$ cat src/rtl/nnar_pkg.sv
// shared widths, register indexes, reset values and phase unit types for the resampler
package nnar_pkg;

  localparam int SAMPLE_W = 16;
  localparam int RATE_W   = 18;
  localparam int PHASE_W  = 19;
  localparam int CFG_IDX_W = 2;
  localparam int RUN_CAP  = 64;
  localparam int COUNT_W  = $clog2(RUN_CAP + 1);

  localparam logic [RATE_W-1:0] SRC_RATE_RST    = RATE_W'(48000);
  localparam logic [RATE_W-1:0] DST_RATE_RST    = RATE_W'(48000);
  localparam logic              STEREO_MODE_RST = 1'b1;

  localparam logic [CFG_IDX_W-1:0] REG_SRC_RATE    = 2'd0;
  localparam logic [CFG_IDX_W-1:0] REG_DST_RATE    = 2'd1;
  localparam logic [CFG_IDX_W-1:0] REG_STEREO_MODE = 2'd2;

  typedef enum logic {
    ALU_ADD,
    ALU_SUB
  } alu_op_t;

  typedef struct packed {
    logic               carry;
    logic [PHASE_W-1:0] value;
  } alu_res_t;

endpackage

$ cat src/rtl/nnar_alu.sv
// shared phase adder: phase plus source rate, or phase minus output rate with no-borrow flag
module nnar_alu import nnar_pkg::*; (
  input  alu_op_t             op,
  input  logic [PHASE_W-1:0]  a,
  input  logic [RATE_W-1:0]   rate,
  output alu_res_t            res
);

  logic [PHASE_W-1:0] b;
  logic               cin;

  // subtract as a + ~b + 1, carry out high means a >= rate
  assign b   = (op == ALU_ADD) ? {1'b0, rate} : ~{1'b0, rate};
  assign cin = (op == ALU_SUB);
  assign res = {1'b0, a} + {1'b0, b} + {{PHASE_W{1'b0}}, cin};

endmodule

$ cat src/rtl/nearest_neighbour_audio_resampler.sv
// nearest-neighbour resampler: phase sequencer around one shared adder, output register
//
//  channel | signals                                      | direction
//  --------+----------------------------------------------+----------
//  in      | in_valid, in_stall, left_sample, right_sample | sink
//  out     | out_valid, out_stall, out_left, out_right,    | source
//          | last_of_run                                   |
//  cfg     | cfg_we, cfg_index, cfg_data                   | sink
//
// a source frame is either dropped after its drop check or gives n output beats
// (n at most 64, the run cap); each output costs one add and one compare
// on the single shared phase adder. in_stall is high from acceptance until the run ends.
// a stalled output beat holds the sequencer in its compare step.
// rst is synchronous: phase clears, registers take their reset values.
module nearest_neighbour_audio_resampler import nnar_pkg::*; (
  input  logic                       clk,
  input  logic                       rst,
  input  logic                       cfg_we,
  input  logic [CFG_IDX_W-1:0]       cfg_index,
  input  logic [RATE_W-1:0]          cfg_data,
  input  logic                       in_valid,
  output logic                       in_stall,
  input  logic signed [SAMPLE_W-1:0] left_sample,
  input  logic signed [SAMPLE_W-1:0] right_sample,
  output logic                       out_valid,
  input  logic                       out_stall,
  output logic signed [SAMPLE_W-1:0] out_left,
  output logic signed [SAMPLE_W-1:0] out_right,
  output logic                       last_of_run
);

  typedef enum logic [1:0] {
    S_IDLE,
    S_CHECK,
    S_ADD,
    S_CMP
  } state_t;

  state_t                      state;
  logic [RATE_W-1:0]           src_rate;
  logic [RATE_W-1:0]           dst_rate;
  logic                        stereo_mode;
  logic [PHASE_W-1:0]          phase;
  logic [COUNT_W-1:0]          count;
  logic signed [SAMPLE_W-1:0]  hold_left;
  logic signed [SAMPLE_W-1:0]  hold_right;

  alu_op_t                     alu_op;
  logic [RATE_W-1:0]           alu_rate;
  alu_res_t                    alu_res;
  logic                        in_beat;
  logic                        slot_free;
  logic                        out_load;
  logic                        run_full;

  assign in_stall  = (state != S_IDLE);
  assign in_beat   = in_valid && !in_stall;
  assign slot_free = !out_valid || !out_stall;
  assign out_load  = (state == S_CMP) && slot_free;
  assign run_full  = (count == COUNT_W'(RUN_CAP));
  assign alu_op    = (state == S_ADD) ? ALU_ADD : ALU_SUB;
  assign alu_rate  = (state == S_ADD) ? src_rate : dst_rate;

  nnar_alu u_alu (
    .op   (alu_op),
    .a    (phase),
    .rate (alu_rate),
    .res  (alu_res)
  );

  always_ff @(posedge clk) begin
    if (rst) begin
      state       <= S_IDLE;
      src_rate    <= SRC_RATE_RST;
      dst_rate    <= DST_RATE_RST;
      stereo_mode <= STEREO_MODE_RST;
      phase       <= '0;
      count       <= '0;
      out_valid   <= 1'b0;
    end else begin
      if (cfg_we) begin
        case (cfg_index)
          REG_SRC_RATE:    src_rate <= cfg_data;
          REG_DST_RATE:    dst_rate <= cfg_data;
          REG_STEREO_MODE: stereo_mode <= cfg_data[0];
          default: ;
        endcase
      end

      // load a new beat, or free the register once its beat is taken
      if (out_load) begin
        out_valid   <= 1'b1;
        out_left    <= hold_left;
        out_right   <= hold_right;
        last_of_run <= alu_res.carry || run_full;
      end else if (!out_stall) begin
        out_valid <= 1'b0;
      end

      case (state)
        S_IDLE: begin
          if (in_beat) begin
            hold_left  <= left_sample;
            hold_right <= stereo_mode ? right_sample : left_sample;
            state      <= S_CHECK;
          end
        end
        S_CHECK: begin
          count <= '0;
          if (alu_res.carry) begin
            // phase already at or past the output rate: drop this frame
            phase <= alu_res.value;
            state <= S_IDLE;
          end else begin
            state <= S_ADD;
          end
        end
        S_ADD: begin
          phase <= alu_res.value;
          count <= count + COUNT_W'(1);
          state <= S_CMP;
        end
        S_CMP: begin
          if (slot_free) begin
            if (alu_res.carry) begin
              phase <= alu_res.value;
              state <= S_IDLE;
            end else if (run_full) begin
              // run cap reached: phase keeps its sum
              state <= S_IDLE;
            end else begin
              state <= S_ADD;
            end
          end
        end
        default: state <= S_IDLE;
      endcase
    end
  end

  // run length never passes the cap
  a_count_cap: assert property (@(posedge clk) disable iff (rst)
    count <= COUNT_W'(RUN_CAP))
    else $error("run count above cap");

  // an accepted frame always starts with the drop check
  a_accept_check: assert property (@(posedge clk) disable iff (rst)
    in_beat |=> state == S_CHECK)
    else $error("accepted frame did not enter check");

  // a stalled result holds the sequencer in its compare step
  a_stall_holds: assert property (@(posedge clk) disable iff (rst)
    (state == S_CMP && out_valid && out_stall) |=> state == S_CMP)
    else $error("sequencer moved while output stalled");

  // a beat is only issued from the compare step
  a_beat_source: assert property (@(posedge clk) disable iff (rst)
    $rose(out_valid) |-> $past(state) == S_CMP)
    else $error("output beat from wrong step");

endmodule
$ cat config.mk
export PLATFORM = sky130hd
export DESIGN_NAME = nearest_neighbour_audio_resampler
export DESIGN_NICKNAME = d
export VERILOG_FILES = /design/src/rtl/nnar_pkg.sv /design/src/rtl/nnar_alu.sv /design/src/rtl/nearest_neighbour_audio_resampler.sv
export SDC_FILE = /design/constraint.sdc
export NUM_CORES = 1
export LEC_CHECK = 0
export ABC_AREA = 1
export BUFFER_PORTS_ARGS = -buffer_cell sky130_fd_sc_hd__buf_2
export CAP_MARGIN = 5
export CORE_ASPECT_RATIO = 2
export CORE_MARGIN = 1
export CORE_UTILIZATION = 45
export CTS_BUF_LIST = sky130_fd_sc_hd__clkbuf_4 sky130_fd_sc_hd__clkbuf_8 sky130_fd_sc_hd__clkbuf_16
export DETAILED_ROUTE_END_ITERATION = 10
export HOLD_SLACK_MARGIN = 0.15
export PLACE_DENSITY = 0.63
export SYNTH_ARGS = -nofsm -noshare
export SYNTH_HDL_FRONTEND = slang
export SYNTH_SLANG_ARGS = --single-unit
export TNS_END_PERCENT = 30
$ cat constraint.sdc
create_clock -name clk -period 7.78 [get_ports clk]
set_clock_uncertainty 0.2 [all_clocks]
set_input_delay 0.389 -clock clk [delete_from_list [all_inputs] [get_ports clk]]
set_output_delay 0.389 -clock clk [all_outputs]
set_load 0.02 [all_outputs]
==> impl_metrics.py <==
metrics = {
    "power": {
        "seqPwrFrac_pct": 36.0,
        "swShare_pct": 31.84,
        "clockPowerShare_pct": 37.5,
        "switching_power_mw": 0.7288,
        "comb_power_share_pct": 26.5,
        "ir_drop_mv": 0.2036,
        "powerDensity_mw_per_mm2": 295.3,
        "intPower_mw": 1.560,
        "leakage_nw": 3.313,
    },
    "detailed_routing": {
        "wl_per_cell_um": 14.55,
        "routed.top_layer": "met4",
        "dr_wl_met3_um": 550,
        "met1_length_mm": 5.036,
        "antenna_left": 0,
        "viasPerCell": 5.115,
        "first_pass_iters": 5,
        "vias": 4941,
        "wirelength_mm": 14.05,
        "wl_met2_mm": 7.871,
        "drc": 0,
        "drt_iter0_markers": 185,
    },
    "finish": {
        "fill_cells": 1123,
        "antenna_cells": 0,
        "final_common_cell": "nand2_1",
        "layout_common_cells": "nand2_1 (124), nor2_1 (100), buf_2 (91)",
        "final_nets": 883,
        "finish.instance_area_mm2": 0.007752,
        "area_delta_synth_final_pct": 29.52,
        "drive_above_1_share_pct": 20.39,
    },
    "worst_setup_path": {
        "cp_max_fo": 40,
        "critical_path_arrival_ns": 3.47,
        "worst_setup_path_end_kind": "flip-flop",
        "critical_path_class": "flip-flop to flip-flop",
        "cp.required_ns": 7.90,
        "start_kind": "flip-flop",
        "reg2regPathDepth": 17,
    },
    "yosys": {
        "synthesis.area_mm2": 0.005986,
        "ys_ff_latch": 131,
        "netlist_instances": 653,
        "syn_nets": 735,
        "syn_avg_cell_area_um2": 9.167,
        "synth.yosys.seq_area_share_pct": 54.68,
        "yosysWarnings": 0,
        "synthArstFlopShare_pct": 0,
        "synth.distinct_cells": 39,
        "synth_ff_type": "dfxtp_1",
        "synth_edf_count": 65,
    },
    "clock_network": {
        "cts_buffers": 17,
        "cts_tree": "built",
        "clock_latency_ns": 0.42,
        "ctsHtreeMaxLevel": 4,
        "clk_pin_slew_ns": 0.06,
        "clock_path_buffers": 2,
        "cts_sinks": 131,
        "clock_tree.root_cell": "clkbuf_16",
        "post_cts_buffers": 0,
    },
    "floorplan": {
        "dieArea_mm2": 0.01379,
        "die_y_um": 165.1,
        "rows": 59,
        "die_w_um": 83.55,
        "initial_core_util_pct": 46.07,
        "pin_count": 92,
        "coreArea_mm2": 0.01299,
    },
    "placement": {
        "port_buffers": 91,
        "gp_congestion": 0.9583,
        "dp_hpwl_mm": 10.19,
        "placed_area_mm2": 0.006566,
    },
    "sta": {
        "fmax_mhz": 298.1,
        "setup_viol": 0,
        "max_slew_margin_pct": 43.32,
        "maxSlewViolCount": 0,
        "tns_ns": 0,
        "rsz0062_at_grt": "no",
        "finalCritPeriodShare_pct": 43.12,
        "worst_slew_pin_slew_ns": 0.8490,
        "fin_crit_ns": 3.355,
        "hold_viol_final": 0,
        "timing.hold.ws_ns": 0.2149,
    },
    "worst_hold_path": {
        "hold_depth": 0,
        "hp-class": "flip-flop to flip-flop",
    },
    "grt": {
        "antenna_found_initial": 0,
        "grt_pass1_vias": 4996,
        "grt_overflow": 0,
        "grt_pass1_wl_mm": 22.91,
        "grt_usage_pct": 21.59,
        "grt_max_degree": 56,
    },
    "run": {
        "drv_cap": 0,
    },
    "status": {
        "status": "finished clean",
    },
}
==> final cells by class <==
type | instances | area, um^2 | area share [%]
Clock buffer | 18 | 432.9 | 5.584
Clock inverter | 14 | 202.7 | 2.615
Multi-Input combinational cell | 453 | 2435 | 31.41
Tap cell | 152 | 190.2 | 2.453
Sequential cell | 131 | 3273 | 42.22
Timing Repair Buffer | 150 | 1036 | 13.36
Inverter | 48 | 182.7 | 2.356
==> metal layers <==
layer	GRT usage [%]	vias up
li1	-	2494
met2	42.85	142
met5	0	-
met3	3.678	34
met4	13.33	0
met1	20.10	2271
==> path summary, 6_finish.rpt <==
check	startpoint	to	slack, ns
hold / removal	hold_left[10]$_DFFE_PP_	out_left[10]$_DFFE_PP_	0.21
hold reg to reg	hold_left[10]$_DFFE_PP_	out_left[10]$_DFFE_PP_	0.21
setup / recovery	state[0]$_SDFFE_PP0P_	phase[13]$_SDFFE_PP0P_	4.42
setup reg to reg	state[0]$_SDFFE_PP0P_	phase[13]$_SDFFE_PP0P_	4.42
==> timing repair <==
| action | in CTS | in global routing |
|---|---|---|
| hold buffers | 55 | 0 |
| hold endpoints to repair | 73 | 0 |
| resized for setup | 0 | 0 |
==> worst max-delay path: stages (launching register included) <==
cell     delay (ns)
dfxtp_1        0.41
inv_1          0.10
ha_1           0.21
buf_4          0.24
nand2_1        0.11
o21ai_0        0.16
ha_1           0.43
nand2_1        0.11
nor2_2         0.18
nand2_1        0.10
nor2_2         0.12
nand2_2        0.09
nand3_2        0.12
nand2_4        0.16
inv_4          0.27
nand2_2        0.06
nor2_1         0.10
nor2_1         0.06
==> registers in the layout, summed over array words and instances, names as in the netlist <==
signal	cells
out_right	16
stereo_mode	1
hold_right	16
count	7
out_left	16
out_valid	1
src_rate	18
dst_rate	18
last_of_run	1
state	2
phase	19
hold_left	16
==> cells in the mapped netlist (2+ instances only) <==
cell / number / area (um^2)
clkinv_1: 3 / 11.26
nand2_2: 7 / 43.79
inv_2: 2 / 7.510
ha_1: 24 / 300.3
o21ai_0: 58 / 290.3
nand4_1: 7 / 43.79
buf_1: 3 / 11.26
inv_1: 42 / 157.7
a21oi_2: 3 / 26.28
or2_2: 2 / 12.51
edfxtp_1: 65 / 1952
a21o_1: 3 / 22.52
nor3_1: 6 / 30.03
nand3_1: 37 / 185.2
a21oi_1: 24 / 120.1
mux2_2: 16 / 180.2
nand2_1: 124 / 465.5
o21ai_1: 10 / 50.05
nor2_1: 101 / 379.1
clkbuf_1: 14 / 52.55
nand3b_1: 2 / 15.01
nor2_2: 2 / 12.51
buf_6: 3 / 33.78
dfxtp_1: 66 / 1321
xor2_1: 11 / 96.34
nor3b_1: 5 / 37.54
==> per-stage QoR <==
step	setup WS [ns]	util, %	cells	total power, mW
4_1_cts	4.413	59.67	966	2.303
3_5_place_dp	4.432	50.54	879	1.421
2_1_floorplan	4.179	-	653	1.277
6_report	4.425	59.67	966	2.289
3_3_place_gp	4.487	50.54	879	1.412
5_1_grt	4.137	59.67	966	2.413
==> power groups by stage <==
stage / Combinational (mW) / Clock [mW] / Sequential (mW)
floorplan: 0.446 / 0 / 0.831
global placement: 0.576 / 0 / 0.836
detailed placement: 0.582 / 0 / 0.838
CTS: 0.608 / 0.871 / 0.824
global route: 0.685 / 0.898 / 0.830
finish: 0.607 / 0.858 / 0.824
==> kinds of logic (layout without fill, tap and decap cells) <==
family,Yosys count,count (layout),share of synthesized area (%)
fa+ha+maj,25,25,5.351
simple gates,297,297,21.13
mux,16,16,3.010
buf+inv,69,230,4.766
compound gates,103,103,9.302
flops,131,131,54.68
xor+xnor,12,12,1.756
No activity file was read; power rests on OpenSTA's default activity.
